$ cat src/rsa_pkg.sv
`default_nettype none

package rsa_pkg;

  // Field widths of the command and result transactions.
  localparam int unsigned DATA_W      = 32;
  localparam int unsigned OP_W        = 4;
  localparam int unsigned STATUS_W    = 3;
  localparam int unsigned DEPTH_OUT_W = 5;
  localparam int unsigned OUT_TDATA_W = DATA_W + STATUS_W + DEPTH_OUT_W;

  // Default number of stack entries.
  localparam int unsigned STACK_DEPTH_DEF = 16;

  // Command codes; the codes above OP_SWAP are unknown.
  typedef enum logic [OP_W-1:0] {
    OP_PUSH  = 4'd0,
    OP_SHOW  = 4'd1,
    OP_DUMP  = 4'd2,
    OP_ADD   = 4'd3,
    OP_SUB   = 4'd4,
    OP_MUL   = 4'd5,
    OP_DIV   = 4'd6,
    OP_GT    = 4'd7,
    OP_LT    = 4'd8,
    OP_GE    = 4'd9,
    OP_LE    = 4'd10,
    OP_EQ    = 4'd11,
    OP_SWAP  = 4'd12
  } op_e;

  // Completion status reported with every result.
  typedef enum logic [STATUS_W-1:0] {
    ST_OK      = 3'd0,
    ST_UNDER   = 3'd1,
    ST_OVER    = 3'd2,
    ST_DIVZ    = 3'd3,
    ST_UNKNOWN = 3'd4
  } status_e;

endpackage

`default_nettype wire

$ cat src/rpn_stack_alu_unit.sv
`default_nettype none

// Channel    | Direction | Signals                   | Contents
// -----------+-----------+---------------------------+-------------------------------------
// Command    | in        | s_axis_tvalid/tready      | tdata: push_value; tuser: op
// Result     | out       | m_axis_tvalid/tready      | tdata: popped_value, status,
//            |           |                           | depth_now; tuser: value_valid
//
// One command is handled at a time. Push, overflow, underflow and unknown codes pass from the
// accepting state straight to loading the output register; print and dump first read the top
// entry; add, subtract, the comparisons and a division by zero read both entries and execute;
// multiply and swap add a write-back state; divide runs 32 restoring steps, then writes back.
// Reset clears the stack count and the sequencer; the stack memory itself is not cleared.
// The next command is taken while the previous result still waits in the output register;
// only a second finished result waits for the result channel to drain.

module rpn_stack_alu_unit #(
  parameter int unsigned STACK_DEPTH = rsa_pkg::STACK_DEPTH_DEF
) (
  input  logic                              clk_i,
  input  logic                              rst_ni,
  // Command channel.
  input  logic                              s_axis_tvalid,
  output logic                              s_axis_tready,
  input  logic [rsa_pkg::DATA_W-1:0]        s_axis_tdata,   // [31:0] push_value
  input  logic [rsa_pkg::OP_W-1:0]          s_axis_tuser,   // [3:0] op
  // Result channel.
  output logic                              m_axis_tvalid,
  input  logic                              m_axis_tready,
  output logic [rsa_pkg::OUT_TDATA_W-1:0]   m_axis_tdata,   // [31:0] popped_value,
                                                            // [34:32] status,
                                                            // [39:35] depth_now
  output logic [0:0]                        m_axis_tuser    // [0] value_valid
);

  localparam int unsigned DW      = rsa_pkg::DATA_W;
  localparam int unsigned IDX_W   = (STACK_DEPTH > 1) ? $clog2(STACK_DEPTH) : 1;
  localparam int unsigned CNT_W   = $clog2(STACK_DEPTH + 1);
  localparam int unsigned DOUT_W  = rsa_pkg::DEPTH_OUT_W;
  localparam int unsigned EXT_W   = (CNT_W > DOUT_W) ? CNT_W : DOUT_W;
  localparam int unsigned STEP_W  = $clog2(DW);

  // Sequencer states.
  localparam logic [3:0] S_IDLE    = 4'd0;
  localparam logic [3:0] S_GET_T   = 4'd1;
  localparam logic [3:0] S_GET_S   = 4'd2;
  localparam logic [3:0] S_EXEC    = 4'd3;
  localparam logic [3:0] S_MUL_WB  = 4'd4;
  localparam logic [3:0] S_DIV     = 4'd5;
  localparam logic [3:0] S_DIV_WB  = 4'd6;
  localparam logic [3:0] S_SWAP_WB = 4'd7;
  localparam logic [3:0] S_DONE    = 4'd8;

  logic [3:0]              state_q, state_d;
  logic [CNT_W-1:0]        count_q, count_d;
  rsa_pkg::op_e            op_q, op_d;
  rsa_pkg::op_e            in_op;
  logic [DW-1:0]           t_q, t_d, s_q, s_d;
  logic [DW-1:0]           prod_q, prod_d;
  logic [DW-1:0]           rem_q, rem_d, quo_q, quo_d, den_q, den_d;
  logic                    neg_q, neg_d;
  logic [STEP_W-1:0]       step_q, step_d;
  logic [DW-1:0]           res_pop_q, res_pop_d;
  logic                    res_vv_q, res_vv_d;
  rsa_pkg::status_e        res_st_q, res_st_d;
  logic                    m_valid_q, m_valid_d;
  logic [rsa_pkg::OUT_TDATA_W-1:0] m_data_q, m_data_d;
  logic                    m_user_q, m_user_d;

  // Stack memory with one shared port; read data is registered and arrives in the cycle after the read.
  logic [DW-1:0]           mem [STACK_DEPTH];
  logic [DW-1:0]           rdata_q;
  logic                    mem_re, mem_we;
  logic [IDX_W-1:0]        mem_raddr, mem_waddr;
  logic [DW-1:0]           mem_wdata;

  logic [CNT_W-1:0]        cnt_m1, cnt_m2;
  logic [EXT_W-1:0]        cnt_ext;
  logic [DW-1:0]           alu_res, abs_t, abs_s;
  logic [DW:0]             div_shift, div_diff;
  logic                    div_ge;

  assign in_op   = rsa_pkg::op_e'(s_axis_tuser);
  assign cnt_m1  = count_q - CNT_W'(1);
  assign cnt_m2  = count_q - CNT_W'(2);
  assign cnt_ext = EXT_W'(count_q);

  assign s_axis_tready = (state_q == S_IDLE);
  assign m_axis_tvalid = m_valid_q;
  assign m_axis_tdata  = m_data_q;
  assign m_axis_tuser  = m_user_q;

  // Combinational operations on the top entry T and the second entry S.
  always_comb begin
    case (op_q) inside
      rsa_pkg::OP_ADD: alu_res = s_q + t_q;
      rsa_pkg::OP_SUB: alu_res = s_q - t_q;
      rsa_pkg::OP_GT:  alu_res = DW'($signed(t_q) >  $signed(s_q));
      rsa_pkg::OP_LT:  alu_res = DW'($signed(t_q) <  $signed(s_q));
      rsa_pkg::OP_GE:  alu_res = DW'($signed(t_q) >= $signed(s_q));
      rsa_pkg::OP_LE:  alu_res = DW'($signed(t_q) <= $signed(s_q));
      rsa_pkg::OP_EQ:  alu_res = DW'(t_q == s_q);
      default:         alu_res = '0;
    endcase
  end

  // Magnitudes for the divider; the most negative value maps onto its own bit pattern,
  // which is the correct unsigned magnitude.
  assign abs_t = t_q[DW-1] ? (~t_q + DW'(1)) : t_q;
  assign abs_s = s_q[DW-1] ? (~s_q + DW'(1)) : s_q;

  // One restoring division step.
  assign div_shift = {rem_q, quo_q[DW-1]};
  assign div_diff  = div_shift - {1'b0, den_q};
  assign div_ge    = (div_shift >= {1'b0, den_q});

  always_comb begin
    state_d   = state_q;
    count_d   = count_q;
    op_d      = op_q;
    t_d       = t_q;
    s_d       = s_q;
    prod_d    = prod_q;
    rem_d     = rem_q;
    quo_d     = quo_q;
    den_d     = den_q;
    neg_d     = neg_q;
    step_d    = step_q;
    res_pop_d = res_pop_q;
    res_vv_d  = res_vv_q;
    res_st_d  = res_st_q;
    m_valid_d = m_valid_q;
    m_data_d  = m_data_q;
    m_user_d  = m_user_q;
    mem_re    = 1'b0;
    mem_raddr = cnt_m1[IDX_W-1:0];
    mem_we    = 1'b0;
    mem_waddr = cnt_m2[IDX_W-1:0];
    mem_wdata = alu_res;

    if (m_valid_q && m_axis_tready) begin
      m_valid_d = 1'b0;
    end

    unique case (state_q)
      S_IDLE: begin
        if (s_axis_tvalid) begin
          op_d      = in_op;
          res_pop_d = '0;
          res_vv_d  = 1'b0;
          res_st_d  = rsa_pkg::ST_OK;
          state_d   = S_DONE;
          case (in_op) inside
            rsa_pkg::OP_PUSH: begin
              if (count_q == CNT_W'(STACK_DEPTH)) begin
                res_st_d = rsa_pkg::ST_OVER;
              end else begin
                mem_we    = 1'b1;
                mem_waddr = count_q[IDX_W-1:0];
                mem_wdata = s_axis_tdata;
                count_d   = count_q + CNT_W'(1);
              end
            end
            rsa_pkg::OP_SHOW, rsa_pkg::OP_DUMP: begin
              if (count_q == '0) begin
                res_st_d = rsa_pkg::ST_UNDER;
              end else begin
                mem_re  = 1'b1;
                state_d = S_GET_T;
              end
            end
            rsa_pkg::OP_ADD, rsa_pkg::OP_SUB, rsa_pkg::OP_MUL, rsa_pkg::OP_DIV,
            rsa_pkg::OP_GT, rsa_pkg::OP_LT, rsa_pkg::OP_GE, rsa_pkg::OP_LE,
            rsa_pkg::OP_EQ, rsa_pkg::OP_SWAP: begin
              if (count_q < CNT_W'(2)) begin
                res_st_d = rsa_pkg::ST_UNDER;
              end else begin
                mem_re  = 1'b1;
                state_d = S_GET_T;
              end
            end
            default: begin
              res_st_d = rsa_pkg::ST_UNKNOWN;
            end
          endcase
        end
      end
      S_GET_T: begin
        t_d = rdata_q;
        if (op_q == rsa_pkg::OP_SHOW || op_q == rsa_pkg::OP_DUMP) begin
          res_pop_d = rdata_q;
          res_vv_d  = 1'b1;
          count_d   = cnt_m1;
          state_d   = S_DONE;
        end else begin
          mem_re    = 1'b1;
          mem_raddr = cnt_m2[IDX_W-1:0];
          state_d   = S_GET_S;
        end
      end
      S_GET_S: begin
        s_d     = rdata_q;
        state_d = S_EXEC;
      end
      S_EXEC: begin
        case (op_q) inside
          rsa_pkg::OP_MUL: begin
            prod_d  = t_q * s_q;
            state_d = S_MUL_WB;
          end
          rsa_pkg::OP_DIV: begin
            if (t_q == '0) begin
              res_st_d = rsa_pkg::ST_DIVZ;
              state_d  = S_DONE;
            end else begin
              den_d   = abs_t;
              quo_d   = abs_s;
              rem_d   = '0;
              neg_d   = t_q[DW-1] ^ s_q[DW-1];
              step_d  = '0;
              state_d = S_DIV;
            end
          end
          rsa_pkg::OP_SWAP: begin
            mem_we    = 1'b1;
            mem_waddr = cnt_m1[IDX_W-1:0];
            mem_wdata = s_q;
            state_d   = S_SWAP_WB;
          end
          default: begin
            mem_we  = 1'b1;
            count_d = cnt_m1;
            state_d = S_DONE;
          end
        endcase
      end
      S_MUL_WB: begin
        mem_we    = 1'b1;
        mem_wdata = prod_q;
        count_d   = cnt_m1;
        state_d   = S_DONE;
      end
      S_DIV: begin
        rem_d  = div_ge ? div_diff[DW-1:0] : div_shift[DW-1:0];
        quo_d  = {quo_q[DW-2:0], div_ge};
        step_d = step_q + STEP_W'(1);
        if (step_q == STEP_W'(DW - 1)) begin
          state_d = S_DIV_WB;
        end
      end
      S_DIV_WB: begin
        mem_we    = 1'b1;
        mem_wdata = neg_q ? (~quo_q + DW'(1)) : quo_q;
        count_d   = cnt_m1;
        state_d   = S_DONE;
      end
      S_SWAP_WB: begin
        mem_we    = 1'b1;
        mem_wdata = t_q;
        state_d   = S_DONE;
      end
      S_DONE: begin
        if (!m_valid_q || m_axis_tready) begin
          m_valid_d = 1'b1;
          m_data_d  = {cnt_ext[DOUT_W-1:0], res_st_q, res_pop_q};
          m_user_d  = res_vv_q;
          state_d   = S_IDLE;
        end
      end
      default: begin
        state_d = S_IDLE;
      end
    endcase
  end

  always_ff @(posedge clk_i) begin
    if (mem_we) begin
      mem[mem_waddr] <= mem_wdata;
    end
    if (mem_re) begin
      rdata_q <= mem[mem_raddr];
    end
  end

  always_ff @(posedge clk_i or negedge rst_ni) begin
    if (!rst_ni) begin
      state_q   <= S_IDLE;
      count_q   <= '0;
      m_valid_q <= 1'b0;
    end else begin
      state_q   <= state_d;
      count_q   <= count_d;
      m_valid_q <= m_valid_d;
    end
  end

  always_ff @(posedge clk_i) begin
    op_q      <= op_d;
    t_q       <= t_d;
    s_q       <= s_d;
    prod_q    <= prod_d;
    rem_q     <= rem_d;
    quo_q     <= quo_d;
    den_q     <= den_d;
    neg_q     <= neg_d;
    step_q    <= step_d;
    res_pop_q <= res_pop_d;
    res_vv_q  <= res_vv_d;
    res_st_q  <= res_st_d;
    m_data_q  <= m_data_d;
    m_user_q  <= m_user_d;
  end

  // The stack never holds more entries than it has room for.
  a_count_bound: assert property (@(posedge clk_i) disable iff (!rst_ni)
    count_q <= CNT_W'(STACK_DEPTH))
    else $error("stack count beyond capacity");

  // Writes land on a live entry or, for a push, on the first free one.
  a_write_in_range: assert property (@(posedge clk_i) disable iff (!rst_ni)
    mem_we |-> CNT_W'(mem_waddr) <= count_q)
    else $error("stack write above the top of stack");

  // The single memory port is never asked for a read and a write together.
  a_one_access: assert property (@(posedge clk_i) disable iff (!rst_ni)
    !(mem_we && mem_re))
    else $error("read and write on the shared memory port");

  // The divider is never started with a zero divisor.
  a_div_nonzero: assert property (@(posedge clk_i) disable iff (!rst_ni)
    (state_q == S_DIV) |-> (den_q != '0))
    else $error("divider running with a zero divisor");

  // A command changes the depth by at most one entry.
  a_count_step: assert property (@(posedge clk_i) disable iff (!rst_ni)
    (count_q != $past(count_q)) |->
      ((count_q - $past(count_q)) == CNT_W'(1) || ($past(count_q) - count_q) == CNT_W'(1)))
    else $error("stack count jumped by more than one");

endmodule

`default_nettype wire
$ cat config.mk
export PLATFORM = sky130hd
export DESIGN_NAME = rpn_stack_alu_unit
export DESIGN_NICKNAME = d
export VERILOG_FILES = /design/src/rsa_pkg.sv /design/src/rpn_stack_alu_unit.sv
export SDC_FILE = /design/constraint.sdc
export NUM_CORES = 2
export LEC_CHECK = 0
export BUFFER_PORTS_ARGS = -buffer_cell sky130_fd_sc_hd__buf_4
export CORE_AREA = 5 5 368 262
export CTS_BUF_LIST = sky130_fd_sc_hd__clkbuf_8
export DETAILED_ROUTE_END_ITERATION = 16
export DIE_AREA = 0 0 373 267
export GPL_ROUTABILITY_DRIVEN = 1
export PLACE_DENSITY = 0.87
export SLEW_MARGIN = 20
export SYNTH_ARGS = -nofsm -noshare
export SYNTH_HDL_FRONTEND = slang
export SYNTH_SLANG_ARGS = --single-unit
$ cat constraint.sdc
create_clock -name clk_i -period 7.7 [get_ports clk_i]
set_clock_uncertainty 0.05 [all_clocks]
set_input_delay 2.31 -clock clk_i [delete_from_list [all_inputs] [get_ports clk_i]]
set_output_delay 2.31 -clock clk_i [all_outputs]
set_load 0.01 [all_outputs]
# Word level (Yosys, flattened, before mapping)
# Memory sizes are Yosys's and may differ from the RTL's. A register that Yosys moved wholly into a read port is not among the register bits.
# Index checks and enable logic that the tools add are counted.
# word_totals
register_bits,289
mem_count,1
inputBits,40
ram_bits,512
# memory_table
memory,depth,width,read_ports,rd_ports_with_merged_regs,wr,line_no,source
mem,16,32,1,1,1,rpn_stack_alu_unit.sv:71,logic [DW-1:0] mem [STACK_DEPTH];
# op_classes
reduce_logical,25
n_lt_le_gt_ge,6
bitwise,6
eq_ne,47
n_mul,1
n_mux,97
n_addsub,10
# op_table
op,n
2-to-1 mux 32 bit,23
case mux 32 bit (2 select lines),3
case mux 32 bit (5 select lines),1
adder 32 x 1 -> 32 bit (second input constant),3
inverter 32 bit,3
2-to-1 mux 4 bit,21
subtractor 32 bit,2
2-to-1 mux 5 bit,10
equality test 4 x 3 -> 1 bit (second input constant),12
equality test 4 bit (second input constant),11
greater-or-equal comparator 33 x 32 -> 1 bit,1
adder 32 bit,1
equality test 32 bit,1
greater-or-equal comparator 32 bit,1
> comparator 32 bit,1
less-or-equal comparator 32 bit,1
logical NOT 32 bit,1
less-than comparator 32 bit,1
multiplier 32 x 32 -> 32 bit,1
2-to-1 mux 31 bit,1
case mux 4 bit (7 select lines),1
equality test 4 x 2 -> 1 bit (second input constant),6
2-to-1 mux 1 bit,22
inequality test 2 bit (second input constant),11
other kinds (32),53

# Depth between registers and ports, before layout
# depth
word_depth,12
ltp_mapped,29

# Worst setup path before layout
# OpenSTA, ideal clock, no wires.
# synth_path
path_type,reg-to-reg
start,reg s_q[4]
end,"reg prod_q[28], data pin"
path_slack_ns,0.050
t_arrival_ns,7.342
setup_ns,0.258
required_ns,7.392
synth_period_minus_slack_ns,7.650
path_stages_with_launch,29
path_cell_list,edfxtp_1 clkbuf_1 inv_1 clkbuf_1 clkbuf_1 nor2_1 fa_1 inv_1 fa_1 fa_1 fa_1 inv_1 fa_1 inv_1 fa_1 inv_1 fa_1 fa_1 ha_1 clkbuf_1 a21o_1 a21o_1 a211o_1 a21oi_1 nor2b_1 o31a_1 a21o_1 a21oi_1 xnor2_1
# synth_between
elab_chain_cells,1
# synth_rtl
item,line_no,source
from (decl),rpn_stack_alu_unit.sv:58,"logic [DW-1:0] t_q, t_d, s_q, s_d;"
from (signal assigned),rpn_stack_alu_unit.sv:300,s_q <= s_d;
multiplier 32 x 32 -> 32 bit,rpn_stack_alu_unit.sv:208,prod_d = t_q * s_q;
to (signal assigned),rpn_stack_alu_unit.sv:301,prod_q <= prod_d;
to (decl),rpn_stack_alu_unit.sv:59,"logic [DW-1:0] prod_q, prod_d;"
# Every way passes these cells.
# A chain may end at the register's enable or synchronous reset.

# Final worst setup path
# layout_path
start,reg s_q[5]
end,"reg prod_q[29], data pin"
# The elaborated chain is that of the path after synthesis.

==> flow_metrics.env <==
export IMPL_design_core_area_um2=92800
export IMPL_place_detailed_instances=5914
export IMPL_clock_sinks=833
export IMPL_critical_path_slowest_cell="fa_1"
export IMPL_grt_pass1_vias=39400
export IMPL_place_congestion=1.05
export IMPL_port_buffer_count=82
export IMPL_yosysMostFrequentCell="edfxtp_1"
export IMPL_synth_top_flop_cell="edfxtp_1"
export IMPL_setup_worst_path_class="reg -> reg"
export IMPL_finish_utilization_pct=65.6
export IMPL_grt_met1_usage_pct=54.1
export IMPL_route_antenna_remaining_nets=0
export IMPL_route_vias_total=40100
export IMPL_final_routed_wirelength_across_all_metal_layers_mm=184
export IMPL_post_synth_num_cell_types=80
export IMPL_globalRoute_totalOverflow=0
export IMPL_run_status="finished clean"
export IMPL_setup_viol=0
export IMPL_die_height_um=267
export IMPL_number_of_enable_flip_flop_cells_after_synthesis=823
export IMPL_worstSetupEndpointType="flip-flop"
export IMPL_critical_path_top_cell_by_count="fa_1"
export IMPL_cell_area_after_synthesis_um2=54900
export IMPL_finalNetCount=5507
export IMPL_critical_path_cell_chain="clkinvlp_4, buf_4, buf_4, nor2_1, fa_1, fa_1, fa_1, inv_1, fa_1, inv_1, fa_1, fa_1, fa_1, fa_1, ha_2, nand3_1, nor3b_4, nand4_1, a21o_1, a31oi_1, buf_4, a31o_2, a21oi_1, xnor2_1"
export IMPL_drt_drc_violations_left=0
export IMPL_use_met3_pct=13.4
export IMPL_global_route_peak_usage_layer="met1"
export IMPL_critPathRequiredTime_ns=8.26
export IMPL_flow_area_growth_from_synthesis_pct=10.9
export IMPL_timing_max_transition_violations_final=0
export IMPL_grt_start_max_net_pins=129
export IMPL_global_route_usage_met2_pct=51.6
export IMPL_synth_area_leader_cell="edfxtp_1"
export IMPL_critPathArrivalTime_ns=8.04
export IMPL_critical_path_startpoint_type="flip-flop"
export IMPL_slew_headroom_pct=12.3
export IMPL_cts_buffers=121
export IMPL_clkTransAtPathRegs_ns=0.07
export IMPL_timing_final_hold_violations=0
export IMPL_fill_cells=6814
export IMPL_insertion_delay_ns=0.86
export IMPL_highest_clock_rate_mhz=134
export IMPL_cp_buffers_inverters=6
export IMPL_synth_top_cells_by_count="edfxtp_1, inv_1, nor2_1, fa_1, nand2_1"
export IMPL_synth_top_cells_by_area="edfxtp_1, fa_1, ha_1, mux4_2, inv_1"
export IMPL_detail_route_first_pass_iterations=9
export IMPL_cell_type_group_with_the_largest_total_delay_on_the_critical_path="adder cells"
export IMPL_path_max_fanout=8
export IMPL_start_util_pct=59.2
export IMPL_tritoncts="yes"
export IMPL_synthesis_yosys_warnings=0
export IMPL_die_width_um=373
export IMPL_fin_setup_tns_ns=0
export IMPL_globalRouteTotalUtil_pct=37.2
export IMPL_cts_buffer_depth=3
export IMPL_regArea_um2=25000
export IMPL_routedWlPerCell_um=30.0
export IMPL_hold_path_class="reg -> reg"
export IMPL_period_utilisation_layout_pct=97.2
export IMPL_antenna_found_initial=8
export IMPL_post_synthesis_register_bit_count=833
export IMPL_synth_top_area_share_pct=45.0
export IMPL_cts_hold_buf=0
export IMPL_cts_root_buffer="clkbuf_8"
export IMPL_detail_route_vias_per_cell=6.51
export IMPL_design_portCount=83
export IMPL_tightestPinTransition_ns=1.30
export IMPL_h_tree_depth=3
export IMPL_final_cell_count_no_fill=6159
export IMPL_multi_input_comb_area_um2=27300
export IMPL_final_min_clock_period_ns=7.49
export IMPL_crit_path_max_incr_delay_ns=0.58
export IMPL_design_die_area_um2=99600
export IMPL_std_cell_rows=94
export IMPL_fraction_of_final_layout_cells_sized_beyond_drive_strength_1_pct=14.4
export IMPL_global_route_wire_length_before_repair_mm=269
export IMPL_synth_async_sr_flop_share_pct=1.20
export IMPL_postSynthNetCount=5311
export IMPL_dp_hpwl_mm=135
export IMPL_sequential_cell_area_fraction_in_the_yosys_report_pct=45.4
export IMPL_drt_first_iter_violations=6458
export IMPL_timing_max_cap_violations=0
export IMPL_synthesis_instances=4601
export IMPL_average_footprint_of_a_synthesized_cell_um2=11.9
-- area by class of cell --
class | count | area share [%]
clock buffer | 122 | 2.76
tap | 1248 | 2.56
timing repair buffer | 313 | 3.92
clock inverter | 106 | 1.49
antenna | 9 | 0.0370
inverter | 564 | 3.49
sequential | 833 | 41.0
multi-input combinational | 2964 | 44.8
-- state kept, by name, indices dropped and copies added, names as in the netlist --
name and cells:
quo_q 32, m_axis_tvalid 1, rem_q 32, res_st_q 3
t_q 32, s_q 32, neg_q 1, state_q 4
res_vv_q 1, step_q 5, m_axis_tdata 40, den_q 32
prod_q 32, res_pop_q 32, m_axis_tuser 1, cnt_ext 5
op_q 4, rdata_q 32, mem 512
-- cells in the final DEF, fill, tap and decap left out, drive strengths merged, types with 18 or more instances in the layout --
cell / n
edfxtp: 823
inv: 580
nor2: 475
fa: 411
nand2: 378
buf: 313
ha: 259
xnor2: 159
a21oi: 144
o21ai: 141
mux4: 128
clkbuf: 122
clkinv: 69
mux2i: 57
nor2b: 54
xor2: 53
nand3: 50
a211oi: 47
nor3: 47
a21o: 38
and2: 38
a222oi: 32
o31ai: 30
nand2b: 29
or3: 26
o211ai: 25
a31oi: 22
nand4: 22
o21a: 20
a221o: 20
o21bai: 20
nor4: 19
o221ai: 18
-- through the flow --
| step | hold slack (ns) | setup WS [ns] | area (um2) |
|---|---|---|---|
| 2_1_floorplan | 0.350 | 0.0501 | 54900 |
| 5_1_grt | 0.381 | -0.00291 | 60900 |
| 3_5_place_dp | 0.355 | 0.0964 | 58200 |
| 4_1_cts | 0.370 | 0.0867 | 60800 |
| 6_report | 0.369 | 0.212 | 60900 |
| 3_3_place_gp | 0.353 | 0.287 | 58200 |
-- what timing repair did --
action / 4_1_cts / 5_1_grt
buffers inserted: 0 / 7
resized for setup: 0 / 7
endpoints found under the setup margin: 0 / 4
-- path summary, 6_finish.rpt --
| path | start | end | slack, ns | cells after the start |
|---|---|---|---|---|
| min in group asynchronous | rst_ni | cnt_ext[4]$_DFFE_PN0P_ | 1.27 | 1 |
| hold / removal | res_pop_q[4]$_SDFFCE_PN0P_ | m_axis_tdata[4]$_DFFE_PP_ | 0.37 | 0 |
| hold reg to reg | res_pop_q[4]$_SDFFCE_PN0P_ | m_axis_tdata[4]$_DFFE_PP_ | 0.37 | 0 |
| setup reg to reg | s_q[5]$_DFFE_PP_ | prod_q[29]$_DFFE_PP_ | 0.21 | 24 |
| max in group asynchronous | rst_ni | state_q[3]$_DFFE_PN0P_ | 6.17 | 1 |
| setup / recovery | s_q[5]$_DFFE_PP_ | prod_q[29]$_DFFE_PP_ | 0.21 | 24 |
-- metal layers --
layer,wire length (um),vias to the layer above
met3,28900,447
met1,71900,20000
met2,75700,3090
met4,7980,4
li1,-,16500
met5,28,-
-- cells by family after synthesis --
kind of cell,count (synthesis),share of synthesized area [%]
AND/OR/NAND/NOR,1208,9.87
flip-flops,833,45.4
buffers and inverters,804,5.51
AO/OA/AOI/OAI,687,8.60
adder cells (fa/ha/maj),670,20.9
XOR/XNOR,212,3.38
multiplexers,187,6.33
Power is left out: the tool's default activity adds up to more than one toggle a clock period on the data nets, which glitch-free logic cannot reach.
